`config.mk`:
```
export PLATFORM = sky130hd
export DESIGN_NAME = ultrasonic_range_avoid_controller
export DESIGN_NICKNAME = d
export VERILOG_FILES = /design/src/rtl/usrac_pkg.sv /design/src/rtl/ultrasonic_range_avoid_controller.sv
export SDC_FILE = /design/constraint.sdc
export NUM_CORES = 1
export LEC_CHECK = 0
export ABC_AREA = 1
export CORE_AREA = 2 2 185 187
export DETAILED_ROUTE_END_ITERATION = 6
export DIE_AREA = 0 0 187 189
export DONT_BUFFER_PORTS = 1
export GPL_ROUTABILITY_DRIVEN = 0
export PLACE_DENSITY_LB_ADDON = 0.3
export SYNTH_ARGS = -nofsm -noshare
export SYNTH_HDL_FRONTEND = slang
export SYNTH_SLANG_ARGS = --single-unit
```
`constraint.sdc`:
```
create_clock -name clk_i -period 9.1 [get_ports clk_i]
set_input_delay 1.365 -clock clk_i [delete_from_list [all_inputs] [get_ports clk_i]]
set_output_delay 1.365 -clock clk_i [all_outputs]
set_load 0.03 [all_outputs]
```
`src/rtl/usrac_pkg.sv`:
```
package usrac_pkg;

  localparam int unsigned CfgIndexWidth = 3;
  localparam int unsigned CfgDataWidth  = 20;
  localparam int unsigned TickWidth     = 20;
  localparam int unsigned DistWidth     = 14;
  localparam int unsigned SpeedWidth    = 16;

  localparam logic [CfgIndexWidth-1:0] CfgThreshold   = 3'd0;
  localparam logic [CfgIndexWidth-1:0] CfgDriveSpeed  = 3'd1;
  localparam logic [CfgIndexWidth-1:0] CfgRevLeft     = 3'd2;
  localparam logic [CfgIndexWidth-1:0] CfgTrigTicks   = 3'd3;
  localparam logic [CfgIndexWidth-1:0] CfgSampleTicks = 3'd4;
  localparam logic [CfgIndexWidth-1:0] CfgBackTicks   = 3'd5;

  localparam logic [2:0] PhIdle  = 3'd0;
  localparam logic [2:0] PhTrig  = 3'd1;
  localparam logic [2:0] PhWait  = 3'd2;
  localparam logic [2:0] PhCount = 3'd3;
  localparam logic [2:0] PhBack  = 3'd4;

  localparam logic [1:0] MmStop = 2'd0;
  localparam logic [1:0] MmFwd  = 2'd1;
  localparam logic [1:0] MmRev  = 2'd2;

  localparam logic [DistWidth-1:0] DistMax = 14'd16383;

  // reciprocal of 5 scaled by 2^34, exact for 32-bit dividends
  localparam logic [31:0] RecipFive = 32'hCCCC_CCCD;

endpackage

```
`src/rtl/ultrasonic_range_avoid_controller.sv`:
```
// channel   direction  handshake                  payload
// in        sink       in_valid_i / in_ready_o    echo_level_i, start_request_i
// out       source     out_valid_o / out_ready_i  trigger_level_o .. busy_res_o
// cfg       sink       cfg_we_i                   cfg_index_i, cfg_data_i
//
// one request per clock unless out_ready_i holds the result: phase update and the
// distance scaling (count*3/20 via a constant reciprocal multiply) are done between the input and the result register
// every register resets to its documented value at once, no clearing pass
// the result register holds while out_ready_i is low; a new request is taken
// whenever that register is empty or being emptied in the same cycle
module ultrasonic_range_avoid_controller #(
  parameter int unsigned COUNT_WIDTH = 16
) (
  input  logic                                  clk_i,
  input  logic                                  rst_ni,
  input  logic                                  cfg_we_i,
  input  logic [usrac_pkg::CfgIndexWidth-1:0]   cfg_index_i,
  input  logic [usrac_pkg::CfgDataWidth-1:0]    cfg_data_i,
  input  logic                                  in_valid_i,
  output logic                                  in_ready_o,
  input  logic                                  echo_level_i,
  input  logic                                  start_request_i,
  output logic                                  out_valid_o,
  input  logic                                  out_ready_i,
  output logic                                  trigger_level_o,
  output logic                                  reverse_drive_o,
  output logic [usrac_pkg::SpeedWidth-1:0]      left_speed_o,
  output logic [usrac_pkg::SpeedWidth-1:0]      right_speed_o,
  output logic                                  distance_valid_o,
  output logic [usrac_pkg::DistWidth-1:0]       distance_cm_o,
  output logic                                  busy_res_o
);
  import usrac_pkg::*;

  logic [DistWidth-1:0]   threshold_q;
  logic [SpeedWidth-1:0]  drive_speed_q;
  logic [SpeedWidth-1:0]  rev_left_q;
  logic [7:0]             trig_ticks_q;
  logic [7:0]             sample_ticks_q;
  logic [TickWidth-1:0]   back_ticks_q;

  logic [2:0]             phase_q, phase_d;
  logic [TickWidth-1:0]   tick_q, tick_d;
  logic [COUNT_WIDTH-1:0] echo_count_q, echo_count_d;
  logic [DistWidth-1:0]   last_dist_q, last_dist_d;
  logic [1:0]             motor_q, motor_d;

  logic                   out_valid_q;
  logic                   trig_q, rev_q, dvalid_q, busy_q;
  logic [SpeedWidth-1:0]  left_q, right_q;
  logic [DistWidth-1:0]   dist_q;

  logic                   trig_d, dvalid_d;
  logic                   accept;
  logic [TickWidth-1:0]   trig_len, back_len;
  logic [TickWidth-1:0]   sample_m1;
  logic [COUNT_WIDTH+1:0] count_x3;
  logic [63:0]            div_prod;
  logic [29:0]            div_quot;
  logic [DistWidth-1:0]   dist_new;

  assign in_ready_o = !out_valid_q || out_ready_i;
  assign accept     = in_valid_i && in_ready_o;

  always_ff @(posedge clk_i or negedge rst_ni) begin
    if (!rst_ni) begin
      threshold_q    <= 14'd20;
      drive_speed_q  <= '0;
      rev_left_q     <= 16'd600;
      trig_ticks_q   <= 8'd15;
      sample_ticks_q <= 8'd8;
      back_ticks_q   <= 20'd500000;
    end else if (cfg_we_i) begin
      case (cfg_index_i)
        CfgThreshold:   threshold_q    <= cfg_data_i[DistWidth-1:0];
        CfgDriveSpeed:  drive_speed_q  <= cfg_data_i[SpeedWidth-1:0];
        CfgRevLeft:     rev_left_q     <= cfg_data_i[SpeedWidth-1:0];
        CfgTrigTicks:   trig_ticks_q   <= cfg_data_i[7:0];
        CfgSampleTicks: sample_ticks_q <= cfg_data_i[7:0];
        CfgBackTicks:   back_ticks_q   <= cfg_data_i[TickWidth-1:0];
        default: ;
      endcase
    end
  end

  assign trig_len  = (trig_ticks_q == '0) ? TickWidth'(1) : TickWidth'(trig_ticks_q);
  assign back_len  = (back_ticks_q == '0) ? TickWidth'(1) : back_ticks_q;
  assign sample_m1 = (sample_ticks_q == '0) ? '0 : TickWidth'(sample_ticks_q - 8'd1);

  // count*3/20 = floor(floor(3*count/4)/5)
  assign count_x3 = {2'b00, echo_count_q} + {1'b0, echo_count_q, 1'b0};
  assign div_prod = {{(32-COUNT_WIDTH){1'b0}}, count_x3[COUNT_WIDTH+1:2]} * RecipFive;
  assign div_quot = div_prod[63:34];
  assign dist_new = (|div_quot[29:DistWidth]) ? DistMax : div_quot[DistWidth-1:0];

  always_comb begin
    phase_d      = phase_q;
    tick_d       = tick_q;
    echo_count_d = echo_count_q;
    last_dist_d  = last_dist_q;
    motor_d      = motor_q;
    trig_d       = 1'b0;
    dvalid_d     = 1'b0;
    case (phase_q)
      PhIdle: begin
        if (start_request_i) begin
          phase_d = PhTrig;
          tick_d  = TickWidth'(1);
          trig_d  = 1'b1;
        end
      end
      PhTrig: begin
        if (tick_q >= trig_len) begin
          phase_d = PhWait;
          tick_d  = '0;
        end else begin
          tick_d = tick_q + TickWidth'(1);
          trig_d = 1'b1;
        end
      end
      PhWait: begin
        if (echo_level_i) begin
          phase_d      = PhCount;
          echo_count_d = COUNT_WIDTH'(1);
          tick_d       = sample_m1;
        end
      end
      PhCount: begin
        if (tick_q != '0) begin
          tick_d = tick_q - TickWidth'(1);
        end else if (echo_level_i) begin
          if (echo_count_q != '1) begin
            echo_count_d = echo_count_q + COUNT_WIDTH'(1);
          end
          tick_d = sample_m1;
        end else begin
          last_dist_d = dist_new;
          dvalid_d    = 1'b1;
          if (dist_new < threshold_q) begin
            phase_d = PhBack;
            motor_d = MmRev;
            tick_d  = TickWidth'(1);
          end else begin
            phase_d = PhIdle;
            motor_d = MmFwd;
            tick_d  = '0;
          end
        end
      end
      PhBack: begin
        if (tick_q >= back_len) begin
          phase_d = PhIdle;
          motor_d = MmFwd;
          tick_d  = '0;
        end else begin
          tick_d = tick_q + TickWidth'(1);
        end
      end
      default: begin
        phase_d = PhIdle;
        tick_d  = '0;
      end
    endcase
  end

  always_ff @(posedge clk_i or negedge rst_ni) begin
    if (!rst_ni) begin
      phase_q      <= PhIdle;
      tick_q       <= '0;
      echo_count_q <= '0;
      last_dist_q  <= '0;
      motor_q      <= MmStop;
    end else if (accept) begin
      phase_q      <= phase_d;
      tick_q       <= tick_d;
      echo_count_q <= echo_count_d;
      last_dist_q  <= last_dist_d;
      motor_q      <= motor_d;
    end
  end

  always_ff @(posedge clk_i or negedge rst_ni) begin
    if (!rst_ni) begin
      out_valid_q <= 1'b0;
    end else if (accept) begin
      out_valid_q <= 1'b1;
    end else if (out_ready_i) begin
      out_valid_q <= 1'b0;
    end
  end

  always_ff @(posedge clk_i or negedge rst_ni) begin
    if (!rst_ni) begin
      trig_q   <= 1'b0;
      rev_q    <= 1'b0;
      left_q   <= '0;
      right_q  <= '0;
      dvalid_q <= 1'b0;
      dist_q   <= '0;
      busy_q   <= 1'b0;
    end else if (accept) begin
      trig_q   <= trig_d;
      rev_q    <= (motor_d == MmRev);
      left_q   <= (motor_d == MmRev) ? rev_left_q :
                  (motor_d == MmFwd) ? drive_speed_q : '0;
      right_q  <= (motor_d == MmStop) ? '0 : drive_speed_q;
      dvalid_q <= dvalid_d;
      dist_q   <= last_dist_d;
      busy_q   <= (phase_d != PhIdle);
    end
  end

  assign out_valid_o      = out_valid_q;
  assign trigger_level_o  = trig_q;
  assign reverse_drive_o  = rev_q;
  assign left_speed_o     = left_q;
  assign right_speed_o    = right_q;
  assign distance_valid_o = dvalid_q;
  assign distance_cm_o    = dist_q;
  assign busy_res_o       = busy_q;

endmodule
```
* Word-level counts from Yosys, hierarchy flattened
Index checks and enable logic that the tools add are counted.
** Word-level totals
- Register bits after elaboration :: 174
- Logic and storage cells :: 111
- Output and inout port bits :: 52
- Input port bits :: 30
** Cells by class
- Order comparisons :: 3
- $mul :: 1
- Reduce and logical (&&, ||, !) cells :: 22
- Equality and inequality tests :: 17
- Bitwise operators :: 2
- $add $sub $neg :: 5
- Multiplexer cells :: 43
** Operators by type and width (number)
- $mux 20 :: 8
- $mux 16 :: 7
- $pmux 20 s5 :: 1
- $mul 16x32->48 const B :: 1
- $mux 14 :: 3
- $pmux 16 s2 :: 1
- $mux 3 :: 7
- $add 20x1->20 const B :: 1
- $ge 20x20->1 :: 1
- $ge 20x8->1 :: 1
- $logic_not 20->1 :: 1
- $reduce_bool 20->1 :: 1
- $sub 20x1->20 const B :: 1
- $add 16x17->18 :: 1
- $add 16x1->16 const B :: 1
- $logic_not 8->1 :: 2
- $ne 16x16->1 const B :: 1
- $pmux 3 s5 :: 1
- $lt 14x14->1 :: 1
- $eq 3x2->1 const B :: 4
- $reduce_and 2->1 :: 6
- $ne 2x2->1 const B :: 5
- $eq 3x3->1 const B :: 3
- $sub 8x1->9 const B :: 1
- 19 further kinds :: 33

* Longest topological paths before layout
Gate-level depths: netlist of run 1.
- Word-level depth :: 10
- Mapped depth :: 54
- Mapped depth without buffers :: 53

* Worst setup path before layout of run 1
Ideal clock, no wire load.
- Path kind :: reg2reg
- Start point :: register echo_count_q[0]
- End point :: register right_q[10], in the netlist right_speed_o[10]
- Buffers on the path :: 1
- Library setup time :: 0.119 ns
- Arrival :: 8.285 ns
- Data required time :: 8.981 ns
- Period minus slack after synthesis :: 8.403 ns
- Setup slack :: 0.697 ns
- Cell stages (with the launch flop) :: 50
- Cells stage by stage :: dfrtp_1 -> ha_1 -> inv_1 -> fa_1 -> inv_1 -> nand3_1 -> nand2_1 -> a21oi_1 -> o21ai_2 -> nand2_1 -> nand2_1 -> a21oi_1 -> o21ai_1 -> nand2_1 -> nand2_2 -> a21oi_4 -> xor2_1 -> ha_1 -> (+14 left out) -> a31oi_1 -> nand2_1 -> nand2_1 -> nand2_1 -> or2_2 -> nand2_1 -> inv_1 -> ha_1 -> a21oi_1 -> nor2_1 -> a211oi_1 -> o221a_2 -> nand2_1 -> nand2_2 -> nand3_4 -> nor2_4 -> buf_6 -> o21ai_2
** On the way
- Word-level cells in the longest chain between the ends :: 9
** Ends and longest elaborated chain
- from (decl) :: line ultrasonic_range_avoid_controller.sv:44 : logic [COUNT_WIDTH-1:0] echo_count_q, echo_count_d;
- from (signal assigned) :: line ultrasonic_range_avoid_controller.sv:176 : echo_count_q <= echo_count_d;
- $add 16x17->18 :: line ultrasonic_range_avoid_controller.sv:91 : assign count_x3 = {2'b00, echo_count_q} + {1'b0, echo_count_q, 1'b0};
- $mul 16x32->48 :: line ultrasonic_range_avoid_controller.sv:92 : assign div_prod = {{(32-COUNT_WIDTH){1'b0}}, count_x3[COUNT_WIDTH+1:2]} * RecipFive;
- named net dist_new[7] :: line ultrasonic_range_avoid_controller.sv:60 : logic [DistWidth-1:0] dist_new;
- $lt 14x14->1 :: line ultrasonic_range_avoid_controller.sv:139 : if (dist_new < threshold_q) begin
- $mux 2 :: line ultrasonic_range_avoid_controller.sv:139
- $mux 2 :: line ultrasonic_range_avoid_controller.sv:131 : end else if (echo_level_i) begin
- $mux 2 :: line ultrasonic_range_avoid_controller.sv:129 : if (tick_q != '0) begin
- $pmux 2 s2 :: line ultrasonic_range_avoid_controller.sv:104 : case (phase_q)
- $logic_not 2->1 :: line ultrasonic_range_avoid_controller.sv:206 : right_q <= (motor_d == MmStop) ? '0 : drive_speed_q;
- $mux 16 :: line ultrasonic_range_avoid_controller.sv:206
- to (signal assigned) :: line ultrasonic_range_avoid_controller.sv:206
- to (decl) :: line ultrasonic_range_avoid_controller.sv:50 : logic [SpeedWidth-1:0] left_q, right_q;
The timed path passes the listed nets, and every way through them passes these cells.
A chain may end at the register's enable or synchronous reset.

* Final worst setup path of run 1
- Start point :: register echo_count_q[1]
- End point :: register left_q[15], in the netlist left_speed_o[15]
** On the way
- Word-level cells in the longest chain between the ends :: 10
- Elaborated cells on any way between the ends :: 11
** Ends and longest elaborated chain
- $add 16x17->18 (*) :: line ultrasonic_range_avoid_controller.sv:91
- $mul 16x32->48 (*) :: line ultrasonic_range_avoid_controller.sv:92
- named net dist_new[7] :: line ultrasonic_range_avoid_controller.sv:60
- $lt 14x14->1 (*) :: line ultrasonic_range_avoid_controller.sv:139
- $mux 2 (*) :: line ultrasonic_range_avoid_controller.sv:139
- $mux 2 (*) :: line ultrasonic_range_avoid_controller.sv:131
- $mux 2 (*) :: line ultrasonic_range_avoid_controller.sv:129
- $pmux 2 s2 (*) :: line ultrasonic_range_avoid_controller.sv:104
- $eq 2x1->1 :: line ultrasonic_range_avoid_controller.sv:205 : (motor_d == MmFwd) ? drive_speed_q : '0;
- $mux 16 :: line ultrasonic_range_avoid_controller.sv:205
- $mux 16 (*) :: line ultrasonic_range_avoid_controller.sv:204 : left_q <= (motor_d == MmRev) ? rev_left_q :
- to (signal assigned) :: line ultrasonic_range_avoid_controller.sv:204
- to (decl) :: line ultrasonic_range_avoid_controller.sv:50
The timed path passes the listed nets; every way through them passes the cells marked *.

==> metrics.txt, run 1 <==
DRT antenna net count 0; fill count 3153; Die Width 187 um; Post-Place Cell Area 15750 um2; synthesized area 15230 um2; most common cell after layout, fill and taps aside nand2_1; syn_area_per_cell 8.124 um2; worst skew pair latency 0.45 ns; Setup CP Type flip-flop to flip-flop; synth top area cells dfrtp_1 (26%), ha_1 (16%), fa_1 (11%), nand2_1 (9.0%), inv_1 (8.1%); Distinct cells, synth 62; die area 35340 um2; FF+latch count, synth 174; Area Overhead vs Synth 11.61%; clock skew 0.01453 ns; vias in the first global route 12121; Port Buf Inserts 0; yosys warns 0; wire per inst 16.88 um; FF-to-FF setup slack 0.39 ns; Max H-tree Level 4; total gr overflow 0; Pwr Density 401.9 nW/um2; WL final 39660 um; period utilization 0.9569; met2 Use GR 0.3687; largest family of logic cells by synthesized area adder cells; # DRC 0; worst-case reg-to-reg path depth 49; pre-CTS setup slack -0.006112 ns; vias after detailed routing 12470; Synth Area in XOR/XNOR 0.03384; status completed; # IOs 82; initial DRC count 799; hold path endpoint threshold_q[8]; Root Buffer clkbuf_16; core box area 33280 um2; Worst-Margin Slew 1.178 ns; Worst Slack Setup Final 0.3920 ns; met3 Use GR 0.05134; EDFF count, synth 0; Final Hold Fails 0; fmax 0.1148 GHz; CP Data Required Time 9.49 ns; hold slack 0.4916 ns; Synth area leader dfrtp_1; total placed cells including tap cells 2301; worst vdd ir 0.3615 mV; Reg-to-Reg End left_speed_o[15]; DP HPWL 30840 um; Global Route Usage Sum 0.2227; syn nets 2177; WP data arrival 9.10 ns; asr flop ratio synth 1.000; Final setup violation count 0; Via density 5.306; TritonCTS Sinks 174; CTS Buf Count 17; global-route wire length before repair 62950 um; top_reg_cell synth dfrtp_1; post-synth top area share 0.2563; hold depth 2; Final Instance Count excl. Fillers 2350; Setup crit end kind flip-flop; max-slew violation count 0; CTS tree yes; Post-Synth Adder-Cell Area 0.2638; diode count 0; Bufs and invs on worst path 10; Pre-antenna DRT Iters 5; die height 189 um; Top Usage Layer GRT met2; Initial Utilization 0.4577; max-cap viol count 0; Synth Area in Simple Gates 0.1963; Tightest Hold Check Type flip-flop to flip-flop; clock slew at reported path FFs 0.08 ns; most used cell, CP inv_1; FP Rows 67; largest stage delay on the critical path 0.61 ns; overall power 0.006833 W; most frequent cells in the layout nand2_1 (355), inv_1 (323), ha_1 (171); clock tree buffer depth 2; reg2reg start echo_count_q[1]; largest net degree at the start of global routing 175; post-synthesis mux area share 0; Top Family by Delay on Critical Path adder cells; Pleak 8.690 nW; ratio of cells with drive above 1 in the final layout 0.1183; Final nets 2191; slowest stage cell, crit path fa_1; Max-slew headroom 0.2127; final worst path period need 8.708 ns; met1 Resource Use GR 0.2953; maximum fanout along the worst path 17; startpoint types flip-flop; Synth Area in Compound Gates 0.1243; initial antenna violation count 0; register area share after synthesis 0.2873; post-route cell area 17000 um2; Worst Hold Launch threshold_q[8]; Syn Inst Count 1875
-- where the power goes --
part / internal, W / switching, W
clock: 0.000369 / 0.000366
combinational: 0.00182 / 0.00295
sequential: 0.000971 / 0.000357
total: 0.00316 / 0.00367
-- flip-flops by register name (all words and copies together) (netlist names), 3 cells and up --
signal          flops
left_speed_o       16
phase_q             3
trig_ticks_q        8
rev_left_q         16
sample_ticks_q      8
back_ticks_q       20
echo_count_q       16
tick_q             20
drive_speed_q      16
right_speed_o      16
distance_cm_o      14
threshold_q        14
-- metal layers --
layer,vias up,part of all wire,wire (um)
met5,-,0,0
li1,6121,-,-
met3,41,0.064,2557
met2,343,0.48,18960
met4,0,0.014,569
met1,5965,0.44,17580
-- metrics by stage --
stage / setup TNS (ns) / utilization
6_report: 0 / 0.5108
5_1_grt: -1.575 / 0.5108
4_1_cts: 0 / 0.4915
2_1_floorplan: 0 / -
3_5_place_dp: -0.01795 / 0.4731
3_3_place_gp: 0 / 0.4731
-- worst register-to-register path, delay by kind of cell, from the launching register on --
family                     cells  cell delay [ns]
AOI/OAI and AO/OA             13             2.07
xor gates and xnor gates       1             0.18
adders and majority gates     10             3.77
buffers and inverters         10             0.86
DFF                            1             0.42
and+or+nand+nor               15             1.37
-- Yosys cell counts (all sizes together), types with 24 or more instances --
| cell type | instances |
|---|---|
| a21oi | 93 |
| dfrtp | 156 |
| nand2 | 377 |
| xor2 | 49 |
| o21ai | 186 |
| nand3 | 107 |
| ha | 190 |
| nor3 | 32 |
| fa | 82 |
| nor2 | 113 |
| inv | 334 |
| clkbuf | 24 |
-- worst max path at each step --
stage | startpoint | to | slack [ns] | cells past startpoint
after floorplan | echo_count_q[0] | right_speed_o[10] | 0.70 | 49
after global placement | echo_count_q[1] | left_speed_o[9] | 0.05 | 45
after detailed placement | echo_count_q[1] | left_speed_o[0] | -0.006 | 46
after CTS | echo_count_q[1] | left_speed_o[15] | 0.06 | 49
after global routing | echo_count_q[0] | right_speed_o[3] | -0.10 | 48
final | echo_count_q[1] | left_speed_o[15] | 0.39 | 49
-- logic make-up after synthesis --
family                     after synthesis
xor gates and xnor gates                58
adders and majority gates              272
buffers and inverters                  372
DFF                                    174
and+or+nand+nor                        663
AOI/OAI and AO/OA                      336
-- cell type report --
cell class / count / area [um2] / area share
clock buffers: 18 / 429.2 / 0.02524
clock inverters: 14 / 170.2 / 0.01001
inverters: 336 / 1269 / 0.07462
multi-input cells: 1330 / 9936 / 0.5844
flip-flops and latches: 174 / 4378 / 0.2575
well taps: 448 / 560.5 / 0.03297
repair buffers: 30 / 259.0 / 0.01523
-- timing repair --
action | 4_1_cts | 5_1_grt
setup endpoints to repair | 16 | 38
resized for setup | 1 | 105
hold buffers | 0 | 0
cloned | 0 | 2
pin swaps | 0 | 33
buffers inserted | 1 | 14
Note: power is estimated with default switching activity, not from simulation.
==> inputs of run 2 (changes only) <==
--- a/config.mk
+++ b/config.mk
@@ -6,11 +6,12 @@
 export NUM_CORES = 1
 export LEC_CHECK = 0
 export ABC_AREA = 1
+export CELL_PAD_IN_SITES_DETAIL_PLACEMENT = 0
+export CELL_PAD_IN_SITES_GLOBAL_PLACEMENT = 1
 export CORE_AREA = 2 2 185 187
 export DETAILED_ROUTE_END_ITERATION = 6
 export DIE_AREA = 0 0 187 189
 export DONT_BUFFER_PORTS = 1
-export GPL_ROUTABILITY_DRIVEN = 0
 export PLACE_DENSITY_LB_ADDON = 0.3
 export SYNTH_ARGS = -nofsm -noshare
 export SYNTH_HDL_FRONTEND = slang
==> metrics.txt, run 2 (same netlist as run 1, synthesis figures left out) <==
Top Family by Delay on Critical Path adder cells; die height 189 um (unchanged); most common cell after layout, fill and taps aside nand2_1; total placed cells including tap cells 2308 (+0.30%); Reg-to-Reg End right_speed_o[15]; global-route wire length before repair 64010 um (+1.7%); Bufs and invs on worst path 8 (-2); Via density 5.270 (-0.68%); clock slew at reported path FFs 0.07 ns (about the same); CTS Hold Bufs 0 (unchanged); FF-to-FF setup slack 0.40 ns (about the same); diode count 0 (unchanged); Die Width 187 um (unchanged); total gr overflow 0 (unchanged); reg2reg start echo_count_q[1]; clock share of power 0.114 (+0.006); overall power 0.006726 W (-1.6%); slowest stage cell, crit path fa_2; clock tree buffer depth 2 (unchanged); Final Instance Count excl. Fillers 2355 (+0.21%); Setup CP Type flip-flop to flip-flop; Worst-Margin Slew 1.122 ns (-0.05602 ns); Internal 0.003171 W (+0.19%); max-cap viol count 0 (unchanged); hold depth 2 (unchanged); fill count 3342 (+6.0%); largest stage delay on the critical path 0.61 ns (about the same); sw frac 0.5286 (-0.008222); fmax 0.1150 GHz (+0.14%); maximum fanout along the worst path 8 (-9); clock skew 0.009455 ns (-0.005079 ns); Root Buffer clkbuf_16; initial DRC count 737 (-7.8%); CTS Buf Count 17 (unchanged); Port Buf Inserts 0 (unchanged); largest net degree at the start of global routing 175 (unchanged); # DRC 0 (unchanged); Setup crit end kind flip-flop; core box area 33280 um2 (unchanged); Post-Place Cell Area 15830 um2 (+0.52%); Worst Slack Setup Final 0.4044 ns (+0.01246 ns); most used cell, CP nand2_1; ratio of cells with drive above 1 in the final layout 0.1185 (+0.0002142); DRT antenna net count 0 (unchanged); max-slew violation count 0 (unchanged); period utilization 0.9556 (-0.001369); worst vdd ir 0.3573 mV (-1.2%); hold path endpoint back_ticks_q[11]; Comb power frac 0.690 (-0.008); CP Data Required Time 9.41 ns (-0.08 ns); P_sw 0.003556 W (-3.1%); TritonCTS Sinks 174 (unchanged); pre-CTS setup slack -0.005935 ns (+0.0001776 ns); worst skew pair latency 0.44 ns (about the same); Worst Hold Launch back_ticks_q[11]; final worst path period need 8.696 ns (-0.01246 ns); Pre-antenna DRT Iters 6 (+1); # IOs 82 (unchanged); DP HPWL 31370 um (+1.7%); post-route cell area 17030 um2 (+0.18%); Pleak 8.731 nW (+0.47%); CTS tree yes; most frequent cells in the layout nand2_1 (359), inv_1 (321), ha_1 (173); Tightest Hold Check Type flip-flop to flip-flop; Final Hold Fails 0 (unchanged); initial antenna violation count 0 (unchanged); Regs by FF count back_ticks_q (20), tick_q (20); vias after detailed routing 12412 (-0.47%); vias in the first global route 11859 (-2.2%); worst-case reg-to-reg path depth 49 (unchanged); Pwr Density 394.9 nW/um2 (-1.7%); startpoint types flip-flop; wire per inst 17.12 um (+1.4%); Area Overhead vs Synth 11.80%; FP Rows 67 (unchanged); Final nets 2196 (+0.23%); Global Route Usage Sum 0.2263 (+0.003584); status completed; Max H-tree Level 4 (unchanged); die area 35340 um2 (unchanged); WL final 40320 um (+1.7%); WP data arrival 9.01 ns (-0.09 ns); Initial Utilization 0.4577 (unchanged); Max-slew headroom 0.2502 (+0.03745); Flop pwr share 0.196 (+0.002); gpl congestion 0.8990; Util after Layout 0.5117 (+0.0009030); Final setup violation count 0 (unchanged)
run 2: changes by cell type in the layout (fill, tap and decap cells not counted), moves of 3 or more:
cell,change
nand2_4,-4
a21oi_2,-3
clkinv_8,-5
buf_4,+5
nand2_1,+4
a21oi_1,+3
run 2: power by group through the flow:
stage,clock network (W),logic [W],registers (W)
floorplan,0,0.00313,0.00125
global placement,0,0.00406,0.00133
detailed placement,0,0.00409,0.00133
CTS,0.000783,0.00413,0.00132
global route,0.000814,0.00526,0.00135
finish,0.000768,0.00464,0.00132
run 2: layout make-up:
class | count | area (um2) | area share
multi-input cells | 1329 | 9888 | 0.5806
inverters | 336 | 1269 | 0.07449
clock inverters | 11 | 150.1 | 0.008816
clock buffers | 21 | 460.4 | 0.02704
well taps | 448 | 560.5 | 0.03291
repair buffers | 36 | 325.3 | 0.01910
flip-flops and latches | 174 | 4378 | 0.2571
run 2: through the flow:
stage / hold WS, ns / TNS (ns)
2_1_floorplan: 0.4530 / 0
3_3_place_gp: 0.4686 / 0
6_report: 0.4864 / 0
5_1_grt: 0.5068 / -0.8527
4_1_cts: 0.4906 / 0
3_5_place_dp: 0.4728 / -0.01044
run 2: how the worst max path moves through the flow:
stage | slack [ns] | to | cells past startpoint | from
3_3_place_gp | 0.03 | right_speed_o[3] | 47 | echo_count_q[2]
5_1_grt | -0.06 | right_speed_o[14] | 49 | echo_count_q[1]
6_report | 0.40 | right_speed_o[15] | 49 | echo_count_q[1]
2_1_floorplan | 0.70 | right_speed_o[10] | 49 | echo_count_q[0]
3_5_place_dp | -0.006 | right_speed_o[2] | 47 | echo_count_q[2]
4_1_cts | 0.06 | right_speed_o[15] | 47 | echo_count_q[2]
run 2: what timing repair did:
item | 4_1_cts | 5_1_grt
cloned | 0 | 1
pin swaps | 0 | 36
setup endpoints to repair | 6 | 38
setup buffers | 0 | 14
gates resized for setup | 1 | 97
run 2: routing by layer:
metal / vias to the layer above / share of wire / GRT usage
li1: 6153 / - / -
met1: 5970 / 0.45 / 0.2934
met2: 247 / 0.51 / 0.4016
met3: 42 / 0.031 / 0.02799
met4: 0 / 0.018 / 0.05678
met5: - / 0 / 0
run 2: worst register-to-register path, delay by kind of cell (launching register included):
kind                     cells  cell delay [ns]
adder cells (fa/ha/maj)     10             3.63
AND/OR/NAND/NOR             21             2.20
AO/OA/AOI/OAI                9             1.50
buffers and inverters        8             0.61
flip-flops                   1             0.43
XOR/XNOR                     1             0.20
